<file path="config.mk">
export PLATFORM = sky130hd
export DESIGN_NAME = rtpi_cell
export DESIGN_NICKNAME = d
export VERILOG_FILES = /design/src/rtl/core/rgb_to_terminal_palette_index_core_assert.svh /design/src/rtl/core/rtpi_pkg.sv /design/src/rtl/core/rtpi_cell.sv
export SDC_FILE = /design/constraint.sdc
export NUM_CORES = 1
export LEC_CHECK = 0
export BUFFER_PORTS_ARGS = -buffer_cell sky130_fd_sc_hd__buf_2
export CAP_MARGIN = 20
export CORE_MARGIN = 2
export CORE_UTILIZATION = 40
export CTS_CLUSTER_SIZE = 16
export DETAILED_ROUTE_END_ITERATION = 16
export PLACE_DENSITY = 0.55
export SLEW_MARGIN = 10
export SYNTH_ARGS = -nofsm -noshare
export SYNTH_HDL_FRONTEND = slang
export SYNTH_SLANG_ARGS = --single-unit
</file>
<file path="constraint.sdc">
create_clock -name clock -period 24.5 [get_ports clock]
set_input_delay 4.9 -clock clock [delete_from_list [all_inputs] [get_ports clock]]
set_output_delay 4.9 -clock clock [all_outputs]
set_load 0.1 [all_outputs]
</file>
<file path="src/rtl/core/rgb_to_terminal_palette_index_core_assert.svh">
// Assertion macros shared by the palette index core.
`ifndef RGB_TO_TERMINAL_PALETTE_INDEX_CORE_ASSERT_SVH
`define RGB_TO_TERMINAL_PALETTE_INDEX_CORE_ASSERT_SVH

// Same-cycle implication, sampled on the core clock and muted during reset.
`define RTPI_ASSERT_IMPL(label, trig, cond, msg) \
   label: assert property (@(posedge clock) disable iff (reset) (trig) |-> (cond)) \
      else $error(msg);

// Next-cycle implication, sampled on the core clock and muted during reset.
`define RTPI_ASSERT_NEXT(label, trig, cond, msg) \
   label: assert property (@(posedge clock) disable iff (reset) (trig) |=> (cond)) \
      else $error(msg);

`endif

</file>
<file path="src/rtl/core/rtpi_pkg.sv">
// Shared types, constants and color helpers for the palette index core.
`timescale 1ns / 1ps
`default_nettype none

package rtpi_pkg;

   localparam int DIST_W        = 18;   // 3 * 255^2 fits in 18 bits
   localparam int LEVEL_W       = 3;
   localparam int GRAY_W        = 5;
   localparam int SUM_W         = 10;
   localparam int SLOT_W        = 4;
   localparam int NUM_CELLS     = 16;

   localparam logic [7:0] CUBE_IDX_BASE = 8'd16;
   localparam logic [7:0] GRAY_IDX_BASE = 8'd232;
   localparam logic [7:0] INDEX_INIT    = 8'hff;
   localparam logic [DIST_W-1:0] DIST_INIT = '1;

   localparam logic [7:0] ANSI_DIM      = 8'h80;
   localparam logic [7:0] ANSI_BRIGHT   = 8'hff;
   localparam logic [7:0] ANSI_LIGHT_GRAY = 8'hc0;
   localparam logic [7:0] ANSI_DARK_GRAY  = 8'h80;

   localparam logic [SLOT_W-1:0] SLOT_CUBE       = 4'd0;
   localparam logic [SLOT_W-1:0] SLOT_GRAY_LO    = 4'd1;
   localparam logic [SLOT_W-1:0] SLOT_GRAY_HI    = 4'd2;
   localparam logic [SLOT_W-1:0] SLOT_LIGHT_GRAY = 4'd7;
   localparam logic [SLOT_W-1:0] SLOT_DARK_GRAY  = 4'd8;

   // Gray step search: k0 = floor((sum - 24) / 30) by reciprocal multiply.
   localparam logic [SUM_W-1:0]  GRAY_SUM_OFFSET = 10'd24;
   localparam logic [10:0]       RECIP_30        = 11'd1093;
   localparam int                RECIP_SHIFT     = 15;
   localparam logic [GRAY_W-1:0] GRAY_K0_MAX     = 5'd22;

   typedef enum logic {
      MODE_256 = 1'b0,
      MODE_16  = 1'b1
   } mode_type;

   typedef struct packed {
      logic [7:0]         red;
      logic [7:0]         green;
      logic [7:0]         blue;
      mode_type           mode;
      logic [LEVEL_W-1:0] cube_r;
      logic [LEVEL_W-1:0] cube_g;
      logic [LEVEL_W-1:0] cube_b;
      logic [GRAY_W-1:0]  gray_k;
      logic [DIST_W-1:0]  best_dist;
      logic [7:0]         best_index;
   } pipe_type;

   // Cube level n maps to 0 for n = 0, otherwise 40 * n + 55.
   function automatic logic [7:0] cube_level(input logic [LEVEL_W-1:0] n);
      logic [8:0] t;
      t = 9'(n) * 9'd40 + 9'd55;
      return (n == '0) ? 8'd0 : t[7:0];
   endfunction

   // Nearest cube level for one channel; a tie at a midpoint keeps the lower level.
   function automatic logic [LEVEL_W-1:0] nearest_level(input logic [7:0] c);
      logic [LEVEL_W-1:0] n;
      n = '0;
      if (c > 8'd47)  n = n + 3'd1;
      if (c > 8'd115) n = n + 3'd1;
      if (c > 8'd155) n = n + 3'd1;
      if (c > 8'd195) n = n + 3'd1;
      if (c > 8'd235) n = n + 3'd1;
      return n;
   endfunction

   // Gray step k has value 8 + 10 * k.
   function automatic logic [7:0] gray_level(input logic [GRAY_W-1:0] k);
      logic [8:0] t;
      t = 9'(k) * 9'd10 + 9'd8;
      return t[7:0];
   endfunction

   function automatic logic [15:0] sq_diff(input logic [7:0] a, input logic [7:0] b);
      logic [7:0] d;
      d = (a > b) ? (a - b) : (b - a);
      return 16'(d) * 16'(d);
   endfunction

endpackage

`default_nettype wire

</file>
<file path="src/rtl/core/rtpi_cell.sv">
// One search cell: scores its palette candidate and keeps the nearer entry.
`timescale 1ns / 1ps
`default_nettype none

module rtpi_cell
   import rtpi_pkg::*;
(
   input  wire logic              clock,
   input  wire logic              reset,
   input  wire logic [SLOT_W-1:0] slot,
   input  wire logic              in_valid,
   output logic                   in_stall,
   input  wire pipe_type          in_data,
   output logic                   out_valid,
   input  wire logic              out_stall,
   output pipe_type               out_data
);

   logic              valid_ff, valid_in;
   pipe_type          data_ff, data_in;
   logic [7:0]        cand_r, cand_g, cand_b, cand_index, ansi_level;
   logic              cand_ok, take;
   logic [DIST_W-1:0] cand_dist;
   logic [GRAY_W-1:0] gray_k;

   assign in_stall = valid_ff && out_stall;
   assign valid_in = in_stall ? valid_ff : in_valid;

   // Candidate color for this slot, chosen by the palette mode.
   always_comb begin
      cand_r     = '0;
      cand_g     = '0;
      cand_b     = '0;
      cand_index = '0;
      cand_ok    = 1'b0;
      gray_k     = in_data.gray_k;
      ansi_level = slot[3] ? ANSI_BRIGHT : ANSI_DIM;
      unique case (in_data.mode)
         MODE_16: begin
            cand_ok    = 1'b1;
            cand_index = 8'(slot);
            cand_r     = slot[0] ? ansi_level : 8'd0;
            cand_g     = slot[1] ? ansi_level : 8'd0;
            cand_b     = slot[2] ? ansi_level : 8'd0;
            if (slot == SLOT_LIGHT_GRAY) begin
               cand_r = ANSI_LIGHT_GRAY;
               cand_g = ANSI_LIGHT_GRAY;
               cand_b = ANSI_LIGHT_GRAY;
            end else if (slot == SLOT_DARK_GRAY) begin
               cand_r = ANSI_DARK_GRAY;
               cand_g = ANSI_DARK_GRAY;
               cand_b = ANSI_DARK_GRAY;
            end
         end
         MODE_256: begin
            if (slot == SLOT_CUBE) begin
               cand_ok    = 1'b1;
               cand_r     = cube_level(in_data.cube_r);
               cand_g     = cube_level(in_data.cube_g);
               cand_b     = cube_level(in_data.cube_b);
               cand_index = CUBE_IDX_BASE + 8'(in_data.cube_r) * 8'd36
                            + 8'(in_data.cube_g) * 8'd6 + 8'(in_data.cube_b);
            end else if (slot == SLOT_GRAY_LO || slot == SLOT_GRAY_HI) begin
               cand_ok = 1'b1;
               if (slot == SLOT_GRAY_HI) begin
                  gray_k = in_data.gray_k + 5'd1;
               end
               cand_r     = gray_level(gray_k);
               cand_g     = cand_r;
               cand_b     = cand_r;
               cand_index = GRAY_IDX_BASE + 8'(gray_k);
            end
         end
      endcase
   end

   // Equal distances go to the lower palette index.
   always_comb begin
      cand_dist = DIST_W'(sq_diff(in_data.red, cand_r))
                  + DIST_W'(sq_diff(in_data.green, cand_g))
                  + DIST_W'(sq_diff(in_data.blue, cand_b));
      take = cand_ok && ((cand_dist < in_data.best_dist) ||
                         ((cand_dist == in_data.best_dist) &&
                          (cand_index < in_data.best_index)));
      data_in = in_data;
      if (take) begin
         data_in.best_dist  = cand_dist;
         data_in.best_index = cand_index;
      end
   end

   always_ff @(posedge clock) begin
      if (reset) begin
         valid_ff <= 1'b0;
      end else begin
         valid_ff <= valid_in;
      end
   end

   always_ff @(posedge clock) begin
      if (in_valid && !in_stall) begin
         data_ff <= data_in;
      end
   end

   assign out_valid = valid_ff;
   assign out_data  = data_ff;

endmodule

`default_nettype wire

</file>
== Word level (Yosys, flattened, before mapping) ==
Index checks and enable logic that the tools add are counted.
Cells by class
  add/subtract/negate cells: 17
  $mul: 9
  div/mod/pow operators: 0
  magnitude comparators: 5
  eq/ne operators: 5
  shifts and indexed selects: 0
  multiplexer cells: 34
  bitwise operators: 1
  reduce and logical (&&, ||, !) cells: 11
Operators by type and width (number)
  $mux 8: 21
  $pmux 8 s2: 4
  $mul 8x8->16: 3
  $sub 8x8->8: 6
  $mux 26: 1
  $add 8x6->8 const B: 3
  $gt 8x8->1: 3
  $mux 5: 4
  $add 17x16->18: 1
  $eq 18x18->1: 1
  $lt 18x18->1: 1
  $add 16x16->17: 1
  $mul 3x3->5 const B: 3
  $logic_not 3->1: 3
  $add 5x8->8 const A: 1
  $add 8x3->8: 1
  $add 8x4->8 const B: 1
  $add 8x6->8: 1
  $lt 8x8->1: 1
  $add 6x6->7 const A: 1
  $mul 5x3->7 const B: 1
  $mux 7: 1
  $mul 3x4->6 const B: 1
  $add 5x1->5 const B: 1
  other kinds (12): 17
Word-level totals
  register bits after elaboration: 66
  bits in latches: 0
  RAM bits: 0
  ROM bits: 0
  logic and storage cells: 93
  memories: 0

== Depth between registers and ports, before layout ==
  word-level depth: 20
  depth in mapped cells: 56
  mapped depth without buffers: 53

== Worst setup path after synthesis ==
Ideal clock, no wire load.
  path type: input to register
  from: in slot[0]
  to: reg data_ff (netlist bit out_data[18]) (data pin)
  setup time: 0.260 ns
  data arrival time: 17.023 ns
  slack: 7.217 ns
  stages on the path: 53
  path through: clkbuf_1 -> nand2b_1 -> nor3_1 -> nand4_1 -> xnor2_1 -> ha_1 -> ha_1 -> fa_1 -> nand2_1 -> o21ai_0 -> o31ai_1 -> a311oi_1 -> xnor2_1 -> a21o_1 -> o22ai_1 -> ha_1 -> nand4_1 -> or2_1 -> [... 17 more ...] -> inv_1 -> ha_1 -> o21a_1 -> a21oi_1 -> o21ai_0 -> nand4_1 -> a31oi_1 -> o221ai_1 -> xnor2_1 -> ha_1 -> nand4_1 -> nor2_1 -> nand4_1 -> a31oi_1 -> nor3_1 -> a31oi_2 -> buf_2 -> mux2_2
RTL lines
  from (decl): line rtpi_cell.sv:10  | input wire logic [SLOT_W-1:0] slot,
  to (signal assigned): line rtpi_cell.sv:102  | data_ff <= data_in;
  to (decl): line rtpi_cell.sv:20  | pipe_type data_ff, data_in;

==> metrics.txt <==
# TYPE chip_impl_metric gauge
chip_impl_metric{name="synth_fp_nets",unit=""} 1705
chip_impl_metric{name="max_freq",unit="MHz"} 53.5
chip_impl_metric{name="place_congestion",unit=""} 0.857
chip_impl_metric{name="drt_iter0_drc",unit=""} 448
chip_impl_metric{name="dieWidth",unit="µm"} 178
chip_impl_metric{name="route.detailed.vias_per_inst",unit=""} 4.99
chip_impl_metric{name="clockBufferDepth",unit=""} 2
chip_impl_metric{name="finalNetCount",unit=""} 1843
chip_impl_metric{name="synth.ff_latch_count",unit=""} 66
chip_impl_metric{name="finish.instance_area",unit="µm²"} 13600
chip_impl_info{name="yosys.area.top_type",value="sky130_fd_sc_hd__fa_1"} 1
chip_impl_metric{name="grt_antenna_before_repair",unit=""} 0
chip_impl_metric{name="preCtsSetupSlack",unit="ns"} 5.50
chip_impl_metric{name="fill_cells",unit=""} 2923
chip_impl_metric{name="dr_total_vias",unit=""} 9169
chip_impl_metric{name="cts_htree_levels",unit=""} 3
chip_impl_metric{name="average_wire_per_standard_cell",unit="µm"} 16.6
chip_impl_metric{name="period_share",unit="%"} 76.3
chip_impl_metric{name="final_layout_size_suffix_gt1_share",unit="%"} 15.1
chip_impl_info{name="worstHoldPathType",value="register to register"} 1
chip_impl_metric{name="placeableCoreArea",unit="µm²"} 29600
chip_impl_info{name="critical_path.startpoint_type",value="input port"} 1
chip_impl_metric{name="placement.io_buffers",unit=""} 139
chip_impl_metric{name="placedInstanceArea",unit="µm²"} 13200
chip_impl_metric{name="crit_arrival",unit="ns"} 18.79
chip_impl_metric{name="detailedPlacementHpwl",unit="mm"} 26.7
chip_impl_metric{name="n_diodes",unit=""} 0
chip_impl_metric{name="area.sequential",unit="µm²"} 1970
chip_impl_metric{name="synth-edff-count",unit=""} 65
chip_impl_info{name="rsz_0062_raised_after_global_routing",value="no"} 1
chip_impl_metric{name="critPathMaxStageDelay",unit="ns"} 0.63
chip_impl_metric{name="die_y",unit="µm"} 178
chip_impl_info{name="slowest_stage",value="sky130_fd_sc_hd__xor2_1"} 1
chip_impl_metric{name="clock_skew",unit="ns"} 0.00846
chip_impl_metric{name="hold_viol",unit=""} 0
chip_impl_metric{name="timing.critical_path.buf_inv",unit=""} 7
chip_impl_metric{name="cts.repair_timing.setup_buffer_count",unit=""} 0
chip_impl_metric{name="postSynthAreaPerCell",unit="µm²"} 9.23
chip_impl_metric{name="sequential_element_share_of_the_synthesized_area",unit="%"} 16.4
chip_impl_metric{name="maxSlewHeadroom",unit="%"} 28.1
chip_impl_metric{name="tightest_slew",unit="ns"} 1.08
chip_impl_metric{name="first_pass_iters",unit=""} 6
chip_impl_metric{name="period_minus_slack",unit="ns"} 18.70
chip_impl_metric{name="maximum_number_of_pins_on_one_net_before_global_route_repair",unit=""} 66
chip_impl_metric{name="via_count_of_the_first_global_routing_pass",unit=""} 9527
chip_impl_metric{name="postSynth.asyncResetShare",unit="%"} 0
chip_impl_metric{name="setup_viol",unit=""} 0
chip_impl_info{name="clock_tree_from_tritoncts",value="built"} 1
chip_impl_metric{name="drc_errors",unit=""} 0
chip_impl_metric{name="placementRows",unit=""} 63
chip_impl_metric{name="synth.cell_area",unit="µm²"} 12100
chip_impl_metric{name="timing.final.ws_setup",unit="ns"} 5.80
chip_impl_metric{name="tns",unit="ns"} 0
chip_impl_metric{name="groute.usage.overall",unit="%"} 20.4
chip_impl_metric{name="synth_warnings",unit=""} 0
chip_impl_metric{name="post_route_antenna_net_violation_count",unit=""} 0
chip_impl_metric{name="area_growth_synth_to_finish",unit="%"} 12.5
chip_impl_info{name="worstSetupEndpointType",value="register"} 1
chip_impl_metric{name="design.portCount",unit=""} 140
chip_impl_info{name="post_synth_main_area_contributors",value="sky130_fd_sc_hd__fa_1 25%, sky130_fd_sc_hd__ha_1 18%, sky130_fd_sc_hd__edfxtp_1 16%, sky130_fd_sc_hd__inv_1 9.5%, sky130_fd_sc_hd__nor2_1 3.3%"} 1
chip_impl_info{name="run_status",value="complete, no violations"} 1
chip_impl_info{name="critPathMostFrequentCell",value="sky130_fd_sc_hd__fa_1"} 1
chip_impl_metric{name="total_clock_buffers_created_by_cts",unit=""} 9
chip_impl_metric{name="post_cts.resized_instances",unit=""} 0
chip_impl_metric{name="crit_path_max_fanout",unit=""} 17
chip_impl_metric{name="grt_first_pass_wirelength",unit="mm"} 50.2
chip_impl_info{name="worst_path_dominant_cell_family",value="adder cells"} 1
chip_impl_info{name="ctsRootBufferMaster",value="sky130_fd_sc_hd__clkbuf_16"} 1
chip_impl_metric{name="netlist.area_leader.share",unit="%"} 24.6
chip_impl_metric{name="multiInputGateArea",unit="µm²"} 8850
chip_impl_metric{name="post-route-util",unit="%"} 45.8
chip_impl_metric{name="timing.max_cap.violations",unit=""} 0
chip_impl_metric{name="starting_density_of_the_core",unit="%"} 40.7
chip_impl_info{name="yosys_most_used_dff",value="sky130_fd_sc_hd__edfxtp_1"} 1
chip_impl_metric{name="clock_sink_count",unit=""} 66
chip_impl_info{name="critical_path_class",value="input port to register"} 1
chip_impl_metric{name="worst_skew_pair.late_latency",unit="ns"} 0.34
chip_impl_metric{name="cts_hold_buffers",unit=""} 0
chip_impl_metric{name="drv_slew",unit=""} 0
chip_impl_metric{name="cts.reportedPaths.clkPinSlew",unit="ns"} 0.06
chip_impl_metric{name="total_length_of_routed_wires",unit="mm"} 30.6
chip_impl_metric{name="syn_inst",unit=""} 1306
chip_impl_metric{name="synth_cell_type_count",unit=""} 69
chip_impl_metric{name="grt.overflow.total",unit=""} 0
chip_impl_metric{name="fp.dieArea",unit="µm²"} 31500
chip_impl_metric{name="crit_required",unit="ns"} 24.59
-- cell usage in the layout, fill, tap and decap left out, types with 31 or more instances in the layout --
cell type | synthesis | routed
sky130_fd_sc_hd__nor2_1 | 105 | 105
sky130_fd_sc_hd__edfxtp_1 | 65 | 65
sky130_fd_sc_hd__fa_1 | 148 | 148
sky130_fd_sc_hd__o21ai_0 | 34 | 34
sky130_fd_sc_hd__mux2_2 | 31 | 31
sky130_fd_sc_hd__buf_2 | 9 | 139
sky130_fd_sc_hd__nand2_1 | 68 | 68
sky130_fd_sc_hd__a21oi_1 | 59 | 59
sky130_fd_sc_hd__inv_1 | 305 | 305
sky130_fd_sc_hd__ha_1 | 178 | 178
sky130_fd_sc_hd__xnor2_1 | 33 | 33
-- synth_stat cells (all sizes together), types with 5 or more instances --
cell    instances
nand4          17
and3            5
a21o           18
a221oi          5
o211ai          6
or2             8
nor2b          21
a21oi          60
o31ai           7
nand2b         16
mux2i          16
ha            178
a211oi          6
clkbuf          8
nand3          18
xnor2          35
nand2          68
inv           308
o21bai          5
edfxtp         65
and2           13
o21ai          35
mux2           31
nor3           13
a31oi           8
nor2          107
o21a            7
buf            12
fa            148
xor2           17
or3             9
-- kinds of logic (layout without fill, tap and decap cells) --
group	Yosys count	after routing	share of synthesized area, %
buffers and inverters	328	471	10.3
adder cells (fa/ha/maj)	326	326	43.1
AND/OR/NAND/NOR	306	306	12.2
AO/OA/AOI/OAI	181	181	9.89
flip-flops	66	66	16.4
XOR/XNOR	52	52	3.96
multiplexers	47	47	4.22
-- path summary, 6_finish.rpt --
kind                                 from            to  slack [ns]  depth (start not counted)
worst max-delay path              slot[0]   out_data[4]        5.80                         50
worst min-delay path            out_valid     out_valid        0.66                          3
worst max register to register  out_valid  out_data[17]       22.85                          3
worst min register to register  out_valid     out_valid        0.66                          3
-- per-stage QoR --
stage | hold WS, ns | cells
2_1_floorplan | 1.56 | 1306
3_3_place_gp | 0.641 | 1823
3_5_place_dp | 0.656 | 1823
4_1_cts | 0.663 | 1839
5_1_grt | 0.753 | 1839
6_report | 0.664 | 1839
-- state kept, by name, summed over array words and instances (netlist names) --
name	count
out_data	65
out_valid	1
-- worst min-delay path, cell delays in order (launching register included) --
cell and delay [ns]:
sky130_fd_sc_hd__dfxtp_1 0.30, sky130_fd_sc_hd__and2_1 0.17, sky130_fd_sc_hd__nor2_1 0.10, sky130_fd_sc_hd__nor2_1 0.04
-- per-layer routing --
layer  up-vias  share of wire, %  global-route usage (%)
li1       4508                 -                       -
met1      4442                47                    27.9
met2       193                48                    34.6
met4         0               1.4                    3.79
met5         -                 0                       0
met3        26               3.9                    2.87
-- area by class of cell --
| class | instances | share of cell area, % |
|---|---|---|
| clock buffer | 10 | 1.69 |
| clock inverter | 6 | 0.848 |
| inverter | 308 | 8.52 |
| multi-input combinational | 912 | 65.2 |
| sequential | 66 | 14.5 |
| tap | 390 | 3.60 |
| timing repair buffer | 147 | 5.57 |
Power is not shown: default switching activity piles up to over one toggle a cycle in this logic, so the estimate is an artifact.
